**src/design/ppcs_pkg.sv**
```systemverilog
`timescale 1ns / 1ps
`default_nettype none
// ----------------------------------------------------------------------------
// ppcs_pkg
// Shared types and constants of the progressive pass coefficient splitter.
// ----------------------------------------------------------------------------
package ppcs_pkg;

	localparam int VAL_W      = 16;
	localparam int MAX_BLOCKS = 4;
	localparam int BLOCK_DIM  = 8;
	localparam int CFG_PASSES = 4;   // passes that the config registers describe

	// configuration register indexes
	localparam logic [1:0] CFG_PASS_COUNT  = 2'd0;
	localparam logic [1:0] CFG_PASS_SHIFTS = 2'd1;
	localparam logic [1:0] CFG_PASS_LIMITS = 2'd2;
	localparam logic [1:0] CFG_SO_MASK     = 2'd3;

	// per-pass settings handed to one cell
	typedef struct packed {
		logic [3:0] shift;
		logic [3:0] lim;
		logic       so;
	} ppcs_pcfg_t;

	// one coefficient as it travels down the row of cells
	typedef struct packed {
		logic [VAL_W-1:0] coeff;
		logic             neg;
		logic [VAL_W:0]   mag;
		logic [4:0]       col;
		logic [4:0]       row;
		logic [2:0]       bw;
		logic [2:0]       bh;
		logic             sal;
		logic [2:0]       n;
		logic [3:0]       done;
		logic             prev_so;
		logic [3:0]       prev_shift;
	} ppcs_tok_t;

	function automatic logic [2:0] clamp_blocks(input logic [2:0] b);
		logic [2:0] r;
		r = b;
		if (b == 3'd0) begin
			r = 3'd1;
		end else if ({3'b000, b} > 6'(MAX_BLOCKS)) begin
			r = 3'(MAX_BLOCKS);
		end
		return r;
	endfunction

endpackage
`default_nettype wire

```
**src/design/ppcs_cell.sv**
```systemverilog
`timescale 1ns / 1ps
`default_nettype none
// ----------------------------------------------------------------------------
// ppcs_cell
// One pass of the splitter: works out this pass's value for the coefficient
// at its input and hands the coefficient on to the next cell through its output register.
// ----------------------------------------------------------------------------
module ppcs_cell import ppcs_pkg::*; #(
	parameter int NP  = 4,
	parameter int IDX = 0
) (
	input  wire logic                      clk,
	input  wire logic                      arst_n,
	input  wire logic                      adv,
	input  wire logic                      valid_in,
	input  wire ppcs_tok_t                 tok_in,
	input  wire logic [NP-1:0][VAL_W-1:0]  res_in,
	input  wire ppcs_pcfg_t                pcfg,
	output logic                           valid_q,
	output ppcs_tok_t                      tok_q,
	output logic [NP-1:0][VAL_W-1:0]       res_q
);

	logic [3:0]     lim_c;
	logic [6:0]     sq_w, sq_h, cov_w, cov_h;
	logic           skip_sal, in_sq, covered, keep;
	logic [VAL_W:0] m1, m2, sv;
	logic [VAL_W-1:0] val;
	ppcs_tok_t      tok_nx;
	logic [NP-1:0][VAL_W-1:0] res_nx;

	always_comb begin
		lim_c = (pcfg.lim > 4'(BLOCK_DIM)) ? 4'(BLOCK_DIM) : pcfg.lim;
		sq_w  = 7'(tok_in.bw) * 7'(lim_c);
		sq_h  = 7'(tok_in.bh) * 7'(lim_c);
		cov_w = 7'(tok_in.bw) * 7'(tok_in.done);
		cov_h = 7'(tok_in.bh) * 7'(tok_in.done);

		skip_sal = (pcfg.so || tok_in.prev_so) && (pcfg.so != tok_in.sal);
		in_sq    = (7'(tok_in.col) < sq_w) && (7'(tok_in.row) < sq_h);
		covered  = (7'(tok_in.col) < cov_w) && (7'(tok_in.row) < cov_h);
		keep     = !skip_sal && in_sq && !covered;

		// keep only the bits that the previous pass dropped
		m1 = tok_in.mag;
		if (tok_in.prev_shift != 4'd0) begin
			m1 = tok_in.mag & (((VAL_W+1)'(1) << tok_in.prev_shift) - (VAL_W+1)'(1));
		end
		m2  = m1 >> pcfg.shift;
		sv  = tok_in.neg ? (~m2 + (VAL_W+1)'(1)) : m2;
		val = keep ? sv[VAL_W-1:0] : '0;

		res_nx      = res_in;
		res_nx[IDX] = val;

		tok_nx = tok_in;
		if (!pcfg.so && pcfg.shift == 4'd0) begin
			tok_nx.done = lim_c;
		end
		tok_nx.prev_so    = pcfg.so;
		tok_nx.prev_shift = pcfg.shift;
	end

	always_ff @(posedge clk or negedge arst_n) begin
		if (!arst_n) begin
			valid_q <= 1'b0;
		end else if (adv) begin
			valid_q <= valid_in;
		end
	end

	always_ff @(posedge clk) begin
		if (adv) begin
			tok_q <= tok_nx;
			res_q <= res_nx;
		end
	end

endmodule
`default_nettype wire

```
**src/design/ppcs_ser.sv**
```systemverilog
`timescale 1ns / 1ps
`default_nettype none
// ----------------------------------------------------------------------------
// ppcs_ser
// Output register: takes the finished pass values of one coefficient and
// sends them out one transfer per cycle while m_tready is high, in pass order.
// ----------------------------------------------------------------------------
module ppcs_ser import ppcs_pkg::*; #(
	parameter int NP = 4
) (
	input  wire logic                      clk,
	input  wire logic                      arst_n,
	input  wire logic                      in_valid,
	input  wire logic [NP-1:0][VAL_W-1:0]  in_res,
	input  wire logic [2:0]                in_n,
	input  wire logic [VAL_W-1:0]          in_coeff,
	output logic                           load_ok,
	output logic                           m_tvalid,
	input  wire logic                      m_tready,
	output logic [VAL_W-1:0]               m_tdata,   // pass_value
	output logic [1:0]                     m_tuser,   // pass_index
	output logic                           m_tlast    // last_pass
);

	localparam int CNT_W = (NP > 1) ? $clog2(NP) : 1;

	logic [NP-1:0][VAL_W-1:0] res_q;
	logic [2:0]               n_q;
	logic [CNT_W-1:0]         cnt_q;
	logic                     valid_q;
	logic                     beat, is_last, load;
	logic [NP-1:0][VAL_W-1:0] res_ld;

	always_comb begin
		is_last = 4'(cnt_q) == (4'(n_q) - 4'd1);
		beat    = valid_q && m_tready;
		load_ok = !valid_q || (beat && is_last);
		load    = in_valid && load_ok;
		res_ld  = in_res;
		// a single pass copies the coefficient unchanged
		if (in_n == 3'd1) begin
			res_ld[0] = in_coeff;
		end
	end

	always_ff @(posedge clk or negedge arst_n) begin
		if (!arst_n) begin
			valid_q <= 1'b0;
			cnt_q   <= '0;
		end else if (load) begin
			valid_q <= 1'b1;
			cnt_q   <= '0;
		end else if (beat && is_last) begin
			valid_q <= 1'b0;
		end else if (beat) begin
			cnt_q <= cnt_q + CNT_W'(1);
		end
	end

	always_ff @(posedge clk) begin
		if (load) begin
			res_q <= res_ld;
			n_q   <= in_n;
		end
	end

	assign m_tvalid = valid_q;
	assign m_tdata  = res_q[cnt_q];
	assign m_tuser  = 2'(cnt_q);
	assign m_tlast  = is_last;

endmodule
`default_nettype wire

```
**src/design/progressive_pass_coeff_splitter.sv**
```systemverilog
`timescale 1ns / 1ps
`default_nettype none
// ----------------------------------------------------------------------------
// progressive_pass_coeff_splitter
// Splits each quantized AC coefficient into one value per progressive pass.
// ----------------------------------------------------------------------------
// A coefficient walks down a row of MAX_PASSES cells, one cell per pass and
// one cell per cycle unless the row is held; each cell adds its pass value and
// hands the coefficient on. The output register then sends n transfers (n =
// configured pass count, after saturation) one per cycle while m_tready is
// high, and takes the next coefficient only with the last transfer of the one
// before; a pass count of one thus gives one coefficient per cycle. Configuration
// writes are always ready; the pass count takes effect for coefficients accepted
// afterwards, the shifts, limits and mask at once; write them only while idle.
// ----------------------------------------------------------------------------
module progressive_pass_coeff_splitter import ppcs_pkg::*; #(
	parameter int MAX_PASSES = 4
) (
	input  wire logic          clk,
	input  wire logic          arst_n,
	// coefficient input
	input  wire logic          s_tvalid,
	output logic               s_tready,
	input  wire logic [31:0]   s_tdata,   // coeff_value, col_pos, row_pos,
	                                      // blocks_wide, blocks_high
	input  wire logic          s_tuser,   // is_salient
	// pass results
	output logic               m_tvalid,
	input  wire logic          m_tready,
	output logic [VAL_W-1:0]   m_tdata,   // pass_value
	output logic [1:0]         m_tuser,   // pass_index
	output logic               m_tlast,   // last_pass
	// configuration writes
	input  wire logic          cfg_valid,
	output logic               cfg_ready,
	input  wire logic [1:0]    cfg_index,
	input  wire logic [15:0]   cfg_data
);

	localparam int NP = MAX_PASSES;

	logic [2:0]  pass_count_q;
	logic [15:0] pass_shifts_q;
	logic [15:0] pass_limits_q;
	logic [3:0]  so_mask_q;

	ppcs_pcfg_t                pcfg  [NP];
	logic                      valid_c [NP+1];
	ppcs_tok_t                 tok_c   [NP+1];
	logic [NP-1:0][VAL_W-1:0]  res_c   [NP+1];
	logic                      adv, load_ok;
	logic [VAL_W-1:0]          coeff;
	logic [2:0]                n_ent;
	ppcs_tok_t                 tok_ent;

	// configuration registers
	assign cfg_ready = 1'b1;

	always_ff @(posedge clk or negedge arst_n) begin
		if (!arst_n) begin
			pass_count_q  <= 3'd1;
			pass_shifts_q <= 16'd0;
			pass_limits_q <= 16'h8888;
			so_mask_q     <= 4'd0;
		end else if (cfg_valid) begin
			case (cfg_index)
				CFG_PASS_COUNT:  pass_count_q  <= cfg_data[2:0];
				CFG_PASS_SHIFTS: pass_shifts_q <= cfg_data;
				CFG_PASS_LIMITS: pass_limits_q <= cfg_data;
				CFG_SO_MASK:     so_mask_q     <= cfg_data[3:0];
				default: ;
			endcase
		end
	end

	for (genvar i = 0; i < NP; i++) begin : g_pcfg
		if (i < CFG_PASSES) begin : g_reg
			assign pcfg[i].shift = pass_shifts_q[4*i +: 4];
			assign pcfg[i].lim   = pass_limits_q[4*i +: 4];
			assign pcfg[i].so    = so_mask_q[i];
		end else begin : g_zero
			assign pcfg[i] = '0;
		end
	end

	// entry: unpack and prepare the coefficient
	always_comb begin
		coeff = s_tdata[15:0];
		n_ent = pass_count_q;
		if (pass_count_q == 3'd0) begin
			n_ent = 3'd1;
		end else if (4'(pass_count_q) > 4'(MAX_PASSES)) begin
			n_ent = 3'(MAX_PASSES);
		end
		tok_ent.coeff      = coeff;
		tok_ent.neg        = coeff[VAL_W-1];
		tok_ent.mag        = coeff[VAL_W-1] ? (~{1'b1, coeff} + (VAL_W+1)'(1))
		                                    : {1'b0, coeff};
		tok_ent.col        = s_tdata[20:16];
		tok_ent.row        = s_tdata[25:21];
		tok_ent.bw         = clamp_blocks(s_tdata[28:26]);
		tok_ent.bh         = clamp_blocks(s_tdata[31:29]);
		tok_ent.sal        = s_tuser;
		tok_ent.n          = n_ent;
		tok_ent.done       = 4'd1;
		tok_ent.prev_so    = 1'b0;
		tok_ent.prev_shift = 4'd0;
	end

	assign tok_c[0]   = tok_ent;
	assign valid_c[0] = s_tvalid;
	assign res_c[0]   = '0;

	// the whole row moves together; hold while the output register is busy
	assign adv      = !valid_c[NP] || load_ok;
	assign s_tready = adv;

	for (genvar i = 0; i < NP; i++) begin : g_cell
		ppcs_cell #(
			.NP  (NP),
			.IDX (i)
		) u_cell (
			.clk      (clk),
			.arst_n   (arst_n),
			.adv      (adv),
			.valid_in (valid_c[i]),
			.tok_in   (tok_c[i]),
			.res_in   (res_c[i]),
			.pcfg     (pcfg[i]),
			.valid_q  (valid_c[i+1]),
			.tok_q    (tok_c[i+1]),
			.res_q    (res_c[i+1])
		);
	end

	ppcs_ser #(
		.NP (NP)
	) u_ser (
		.clk      (clk),
		.arst_n   (arst_n),
		.in_valid (valid_c[NP]),
		.in_res   (res_c[NP]),
		.in_n     (tok_c[NP].n),
		.in_coeff (tok_c[NP].coeff),
		.load_ok  (load_ok),
		.m_tvalid (m_tvalid),
		.m_tready (m_tready),
		.m_tdata  (m_tdata),
		.m_tuser  (m_tuser),
		.m_tlast  (m_tlast)
	);

endmodule
`default_nettype wire

```
**config.mk**
```make
export PLATFORM = sky130hd
export DESIGN_NAME = progressive_pass_coeff_splitter
export DESIGN_NICKNAME = d
export VERILOG_FILES = /design/src/design/ppcs_pkg.sv /design/src/design/ppcs_cell.sv /design/src/design/ppcs_ser.sv /design/src/design/progressive_pass_coeff_splitter.sv
export SDC_FILE = /design/constraint.sdc
export NUM_CORES = 1
export LEC_CHECK = 0
export ABC_AREA = 0
export BUFFER_PORTS_ARGS = -buffer_cell sky130_fd_sc_hd__buf_2
export CAP_MARGIN = 25
export CORE_MARGIN = 5
export CORE_UTILIZATION = 60
export DETAILED_ROUTE_END_ITERATION = 8
export GPL_ROUTABILITY_DRIVEN = 1
export GPL_TIMING_DRIVEN = 0
export PLACE_DENSITY = 0.77
export SYNTH_ARGS = -nofsm -noshare
export SYNTH_HDL_FRONTEND = slang
export SYNTH_HIERARCHICAL = 1
export SYNTH_SLANG_ARGS = --single-unit
export TNS_END_PERCENT = 100
```
**constraint.sdc**
```tcl
create_clock -name clk -period 39.8 [get_ports clk]
set_input_delay 1.99 -clock clk [delete_from_list [all_inputs] [get_ports clk]]
set_output_delay 1.99 -clock clk [all_outputs]
set_load 0.02 [all_outputs]
```
* Word-level counts from Yosys, hierarchy flattened
Index checks and enable logic that the tools add are counted.
** Word-level totals
- Bits in latches :: 0
- Bits in read-only memories :: 0
- Bits of input ports :: 56
- Word-level logic and storage cells :: 226
- Bits in registers :: 481
- Bits in writable memories :: 0
- Memories :: 0
** Operators by class
- Eq/ne operators :: 10
- Mux-type cells :: 27
- Divide/modulo/power cells :: 0
- Multipliers :: 14
- Bitwise logic cells :: 8
- Reductions and logical operators :: 62
- Shifts and indexed selects :: 7
- Magnitude comparators :: 24
- Add/sub/neg operators :: 10
** Operators with widths (number)
- $lt A5 B7 Y1 :: 14
- $mul A3 B4 Y7 :: 14
- $mux W16 :: 6
- $mux W17 :: 4
- $shr A17 B4 Y16 :: 4
- $add A16 B1 Y16 const B :: 4
- $not A16 Y16 :: 4
- $and A17 B17 Y17 :: 3
- $shl A1 B4 Y17 const A :: 3
- $sub A17 B1 Y17 const B :: 3
- $bmux W16 S2 :: 1
- $logic_and A1 B1 Y1 :: 26
- $mux W4 :: 6
- $add A17 B1 Y17 const B :: 1
- $not A17 Y17 :: 1
- $gt A4 B4 Y1 const B :: 4
- $mux W3 :: 5
- $logic_not A1 Y1 :: 13
- $logic_not A4 Y1 :: 3
- $reduce_bool A4 Y1 :: 3
- $lt A5 B3 Y1 :: 2
- $reduce_and A2 Y1 :: 5
- $gt A3 B3 Y1 const B :: 3
- $logic_not A3 Y1 :: 3
- 15 further kinds :: 27

* Logic depth before layout (Yosys ltp)
Gate-level depths: netlist (run 1).
- Depth after elaboration :: 8
- Depth in mapped cells :: 18

* By module
Netlist (run 1), hierarchy kept.
** Modules (own cells, without submodules)
- ppcs_cell (g_cell[1].u_cell) :: cells an instance 604, times used 1, area each 7226.9 sq um
- ppcs_cell (g_cell[0].u_cell) :: cells an instance 593, times used 1, area each 7166.9 sq um
- ppcs_cell (g_cell[3].u_cell) :: cells an instance 587, times used 1, area each 7133.1 sq um
- ppcs_cell (g_cell[2].u_cell) :: cells an instance 586, times used 1, area each 7103.1 sq um
- ppcs_ser :: cells an instance 136, times used 1, area each 2884.0 sq um
- progressive_pass_coeff_splitter :: cells an instance 144, times used 1, area each 1854.3 sq um

* Worst setup path after synthesis (run 1)
Ideal clock, no wire load.
- Path kind :: in2out
- Start point :: input port m_tready
- End point :: output port s_tready
- Stages on the path :: 3
- Path buffers :: 0
- Setup slack :: 23414 ps
- Arrival :: 14396 ps
- Path through :: a31oi_1 inv_1 nand2b_1
** On the way
- Word-level cells in the longest chain between the ends :: 4
** Ends and longest elaborated chain
- start: declaration :: line progressive_pass_coeff_splitter.sv:29 : input wire logic m_tready,
- $logic_and A1 B1 Y1 :: line ppcs_ser.sv:36 : beat = valid_q && m_tready;
- $logic_and A1 B1 Y1 :: line ppcs_ser.sv:37 : load_ok = !valid_q || (beat && is_last);
- $logic_or A1 B1 Y1 :: line ppcs_ser.sv:37
- net load_ok :: line progressive_pass_coeff_splitter.sv:51 : logic adv, load_ok;
- $logic_or A1 B1 Y1 :: line progressive_pass_coeff_splitter.sv:115 : assign adv = !valid_c[NP] || load_ok;
- end: declaration :: line progressive_pass_coeff_splitter.sv:23 : output logic s_tready,
The timed path passes the listed nets, and every way through them passes these cells.

* Worst setup path after layout (run 1)
Ends and elaborated chain as after synthesis.

==> results.yml, run 1 <==
sta:
  relSlewSlack_pct: 28.0
  slew_violations: 0
  setup_viol: 0
  tightestPinTransition_ns: 1.07
  skew_ns: 0.0179
  period_needed_ns: 6.06
  fmax_mhz: 165
  fin_setup_tns_ns: 0
  grt_setup_unrepaired: "no"
  post-route-period-util_pct: 15.2
  hold_viol: 0
place:
  routabilityCongestion: 0.927
  port_buffers: 76
  placed_cell_area_um2: 30600
  hpwl_um: 53600
clock_network:
  clock_path_buffers: 3
  clk_pin_slew_ns: 0.06
  cts-resized-gates: 0
  root_buffer: "clkbuf_16"
  cts_hold_buf: 0
  cts_tree: "built"
  cts_inserted_buffers: 49
  clock_sinks: 481
  h-tree-depth: 2
  clk_latency_ns: 0.58
  post-cts-setup-buffers: 0
finish:
  syn2layout_area_growth_pct: 10.8
  drive_above_1_share_pct: 14.9
  final_nets: 2961
  fin_area_um2: 32300
  finish.utilization_pct: 67.4
  antenna_cells: 0
setup_path:
  arrival_ns: 4.07
  critPathMaxStageDelay_ns: 0.53
  reg2regPathDepth: 17
  r2r_slack_ns: 34.55
  slowest_stage: "nand2b_4"
  critPathRequiredTime_ns: 37.81
  reg2reg_to: "g_cell[3].u_cell/res_q[50]"
  end_kind: "output pin"
  crit_start: "m_tready"
  r2r_start: "pass_limits_q[15]"
  crit_chain: "buf_2 -> a31oi_1 -> inv_1 -> nand2b_4 -> buf_16 -> buf_16 -> buf_2"
  critical_path.max_fanout: 74
  worstSetupPathType: "in -> out"
  startpoint_type: "input pin"
grt:
  grt_first_pass_wirelength_um: 113000
  grt_usage_pct: 26.8
  grt_overflow_total: 0
  antenna_found_initial: 2
  grt_max_degree: 79
  first_global_vias: 20600
synthesis:
  yosys_warnings: 6
  synth_cells: 2505
  syn_area_um2: 29100
  avgSynthCellArea_um2: 11.6
floorplanning:
  die_y_um: 230
  start_util_pct: 60.8
  core_um2: 47800
  die_w_um: 230
  num_rows: 80
  dieArea_um2: 53000
  io_pins: 78
detailed_routing:
  drc: 0
  drt-vias-per-instance: 6.24
  drt_iter0_drc: 1950
  wl_um: 71200
  first_pass_iters: 8
  wl_per_cell_um: 21.3
  vias: 20800
  ant_nets: 0
run_status:
  outcome: "completed"
hold_path:
  hold_end: "g_cell[3].u_cell/tok_q[60]"
  holdPathStages: 0
  worstHoldStart: "g_cell[2].u_cell/tok_q[60]"
  hold_class: "reg -> reg"
power:
  ir_drop_v: 0.0000435
  p_leak_nw: 12.8
  p_per_area_nw_per_um2: 83.4
flow_run:
  maxCapViolCount: 0
final cells by class:
cell class / count / area [um^2]
fill: 3437 / 15600
sequential: 481 / 14200
multi-input combinational: 1787 / 13800
clock buffer: 62 / 1320
tap: 615 / 769
buffer: 118 / 654
inverter: 165 / 619
timing repair buffer: 85 / 568
clock inverter: 28 / 303
report_power, final:
| part | internal, mW | leakage, nW | total [mW] | switching [mW] |
|---|---|---|---|---|
| Sequential | 0.887 | 4.84 | 1.03 | 0.146 |
| Combinational | 0.464 | 7.19 | 1.20 | 0.737 |
| Clock | 0.268 | 0.778 | 0.456 | 0.188 |
metrics by stage:
stage	hold slack [ns]	cells	setup slack, ns	total power, mW
global placement	0.400	3242	22.51	2.28
floorplan	0.400	2551	26.71	1.95
CTS	0.412	3340	33.72	2.69
finish	0.410	3341	33.74	2.69
global route	0.424	3341	33.56	2.88
detailed placement	0.405	3250	33.32	2.22
state kept, by name (all words and copies together) (netlist names):
signal                 cells
u_ser/m_tvalid             1
g_cell.u_cell/valid_q      4
pass_shifts_q             16
g_cell.u_cell/res_q      160
so_mask_q                  4
u_ser/res_q               64
u_ser/n_q                  3
u_ser/m_tuser              2
g_cell.u_cell/tok_q      208
pass_limits_q             16
pass_count_q               3
layer usage:
layer / global-route usage [%] / wire (um)
met5: 0 / 0
met4: 10.5 / 3080
met3: 3.07 / 3900
met2: 45.9 / 34700
met1: 35.5 / 29500
worst max-delay path, delay by kind of cell:
| family | cells | cell delay (ns) |
|---|---|---|
| buf+inv | 5 | 1.13 |
| simple gates | 1 | 0.53 |
| compound gates | 1 | 0.33 |
cells in the final DEF, fill, tap and decap left out, types with 28 or more instances in the layout:
cell type / count
inv_1: 156
dfrtp_1: 41
nand2_1: 233
a31oi_1: 43
clkbuf_1: 65
edfxtp_1: 435
a21oi_1: 111
clkbuf_16: 51
mux2_2: 72
nand3_1: 46
conb_1: 48
fa_1: 48
o21ai_0: 65
xnor2_1: 43
nor2b_1: 36
and2_1: 100
mux2i_1: 28
a21o_1: 48
ha_1: 170
nor2_1: 119
buf_2: 106
nor3_1: 40
o31ai_1: 29
worst max-delay path by stage:
stage / to / slack, ns / depth (start not counted)
6_report: s_tready / 33.74 / 7
3_5_place_dp: g_cell[0].u_cell/res_q[12] / 33.32 / 17
2_1_floorplan: s_tready / 26.71 / 3
3_3_place_gp: s_tready / 22.51 / 5
4_1_cts: s_tready / 33.72 / 7
5_1_grt: s_tready / 33.56 / 7
Note: power is estimated with default switching activity, not from simulation.
==> run 2, diff against run 1 <==
--- a/config.mk
+++ b/config.mk
@@ -5,7 +5,7 @@
 export SDC_FILE = /design/constraint.sdc
 export NUM_CORES = 1
 export LEC_CHECK = 0
-export ABC_AREA = 0
+export ABC_AREA = 1
 export BUFFER_PORTS_ARGS = -buffer_cell sky130_fd_sc_hd__buf_2
 export CAP_MARGIN = 25
 export CORE_MARGIN = 5
==> constraint.sdc (replaced) <==
create_clock -name clk -period 6.4 [get_ports clk]
set_input_delay 0.32 -clock clk [delete_from_list [all_inputs] [get_ports clk]]
set_output_delay 0.32 -clock clk [all_outputs]
set_load 0.02 [all_outputs]
==> results.yml, run 2 <==
clock_network:
  clk_latency_ns: 0.60
  clk_pin_slew_ns: 0.06
  root_buffer: "clkbuf_16"
  post-cts-setup-buffers: 0
  cts_tree: "built"
  clock_sinks: 481
  cts_inserted_buffers: 49
  clock_path_buffers: 3
  h-tree-depth: 2
sta:
  slew_violations: 0
  hold_viol: 0
  setup_viol: 0
  tightestPinTransition_ns: 0.657
  grt_setup_unrepaired: "no"
  fmax_mhz: 216
  post-route-period-util_pct: 72.4
  skew_ns: 0.0370
  fin_setup_tns_ns: 0
  period_needed_ns: 4.63
  relSlewSlack_pct: 56.0
detailed_routing:
  drt_iter0_drc: 1960
  ant_nets: 0
  wl_um: 68800
  drc: 0
  wl_per_cell_um: 17.0
  drt-vias-per-instance: 5.58
  first_pass_iters: 8
  vias: 22600
hold_path:
  hold_class: "in -> reg"
power:
  ir_drop_v: 0.000364
  pwr-share-clk_pct: 17.9
  p_seq_share_pct: 38.7
  finalPower_mw: 16.2
  power_frac_comb_pct: 43.4
  p_per_area_nw_per_um2: 502
  switching_share_pct: 41.2
  switchingPower_mw: 6.69
  internal-power_mw: 9.53
  p_leak_nw: 15.1
finish:
  syn2layout_area_growth_pct: 11.8
  final_common_cell: "nand2_1"
  fill_cells: 3717
  largest_reg_flops: 208
  final_nets: 3669
  largest_register: "g_cell.u_cell/tok_q"
  antenna_cells: 0
  final_cell_count_no_fill: 4051
  drive_above_1_share_pct: 12.1
  reg.largest.list: "g_cell.u_cell/tok_q: 208 flops, g_cell.u_cell/res_q: 160 flops, u_ser/res_q: 64 flops"
  layout_common_cells: "772 x nand2_1, 435 x edfxtp_1, 402 x inv_1"
setup_path:
  critPathRequiredTime_ns: 6.83
  critPathMaxStageDelay_ns: 0.54
  slowest_stage: "dfstp_2"
  critical_path.max_fanout: 10
  end_kind: "register"
  startpoint_type: "register"
  crit_buf_inv: 7
  path_delay_family: "adder cells"
  arrival_ns: 5.06
  crit_top_cell: "inv_1"
  crit_chain: "clkbuf_1 -> inv_1 -> nand2_1 -> inv_1 -> nand2_1 -> fa_1 -> inv_1 -> ha_1 -> inv_1 -> fa_1 -> xor2_1 -> ha_1 -> a21oi_1 -> o22ai_1 -> nor4_1 -> nand2_1 -> clkinv_1 -> clkbuf_1 -> o21ai_1 -> a21oi_1"
  worstSetupPathType: "reg -> reg"
synthesis:
  synth_cells: 3189
  avgSynthCellArea_um2: 9.06
  yosys_warnings: 6
  syn_area_um2: 28900
place:
  port_buffers: 76
  routabilityCongestion: 0.937
  placed_cells: 3936
  hpwl_um: 52800
grt:
  grt_overflow_total: 0
  grt_usage_pct: 26.0
  antenna_found_initial: 0
  first_global_vias: 21900
  grt_first_pass_wirelength_um: 111000
  grt_max_degree: 116
flow_run:
  maxCapViolCount: 0
floorplanning:
  die_w_um: 229
  start_util_pct: 60.5
  num_rows: 80
  die_y_um: 229
  core_um2: 47700
  dieArea_um2: 52700
  io_pins: 78
run_status:
  outcome: "completed"
==> run 2: cell count changes in the layout (fill, tap and decap cells not counted), sizes merged, moves of 44 or more <==
cell	delta
inv	+279
mux2	-79
nand2	+595
nand3	+285
and2	-100
o21ai	+147
nor2	+151
a21o	-44
==> run 2: timing repair <==
action	CTS	global route
resized for setup	0	0
hold endpoints to repair	62	1
hold buffers	22	1
==> run 2: worst reg2reg max path, stage by stage (launching register included) <==
cell      delay (ns)
dfstp_2         0.54
clkbuf_1        0.29
inv_1           0.13
nand2_1         0.14
inv_1           0.11
nand2_1         0.09
fa_1            0.41
inv_1           0.07
ha_1            0.16
inv_1           0.05
fa_1            0.40
xor2_1          0.18
ha_1            0.31
a21oi_1         0.17
o22ai_1         0.14
nor4_1          0.21
nand2_1         0.22
clkinv_1        0.15
clkbuf_1        0.36
o21ai_1         0.15
a21oi_1         0.21
==> run 2: final cells by class <==
| cell class | count | area, um^2 | share of cell area (%) |
|---|---|---|---|
| flip-flops and latches | 481 | 14200 | 44.0 |
| multi-input cells | 2198 | 12700 | 39.2 |
| inverters | 452 | 1700 | 5.27 |
| clock buffers | 62 | 1310 | 4.04 |
| well taps | 615 | 769 | 2.38 |
| repair buffers | 105 | 753 | 2.33 |
| plain buffers | 108 | 534 | 1.65 |
| clock inverters | 30 | 362 | 1.12 |
==> run 2: metal layers <==
metal  track usage [%]  share of wire, %  up-vias
li1                  -                 -    11000
met1              35.6                44    10700
met2              44.2                48      721
met3              2.86               5.1      140
met4              8.01               3.1        0
met5                 0                 0        -
==> run 2: power by group through the flow <==
stage / registers (mW) / logic, mW / clock network, mW
after floorplan: 6.09 / 5.17 / 0
after global placement: 6.47 / 6.54 / 0
after detailed placement: 6.32 / 6.93 / 0
after CTS: 6.27 / 7.00 / 2.97
after global routing: 6.42 / 7.99 / 3.11
final: 6.28 / 7.03 / 2.91
==> run 2: worst paths after layout <==
check                                            from                    endpoint  slack [ns]  cells after the start
max                                 pass_limits_q[11]  g_cell[2].u_cell/res_q[40]        1.77                     20
min                                        s_tdata[9]  g_cell[0].u_cell/tok_q[56]        0.02                      1
max reg2reg                         pass_limits_q[11]  g_cell[2].u_cell/res_q[40]        1.77                     20
min reg2reg                g_cell[1].u_cell/res_q[30]  g_cell[2].u_cell/res_q[30]        0.40                      0
max in group asynchronous                      arst_n            pass_limits_q[3]        5.64                      3
min in group asynchronous                      arst_n    g_cell[0].u_cell/valid_q        0.15                      2
==> run 2: through the flow <==
stage | hold slack (ns) | area [um^2] | util [%] | worst slack (ns)
after floorplan | 0.0244 | 29100 | - | 1.60
after global placement | 0.400 | 30300 | 63.4 | 0.162
after detailed placement | 0.237 | 30400 | 63.7 | 1.79
after CTS | 0.00250 | 32300 | 67.6 | 1.81
after global routing | 0.00286 | 32300 | 67.7 | 1.39
final | 0.0184 | 32300 | 67.7 | 1.77
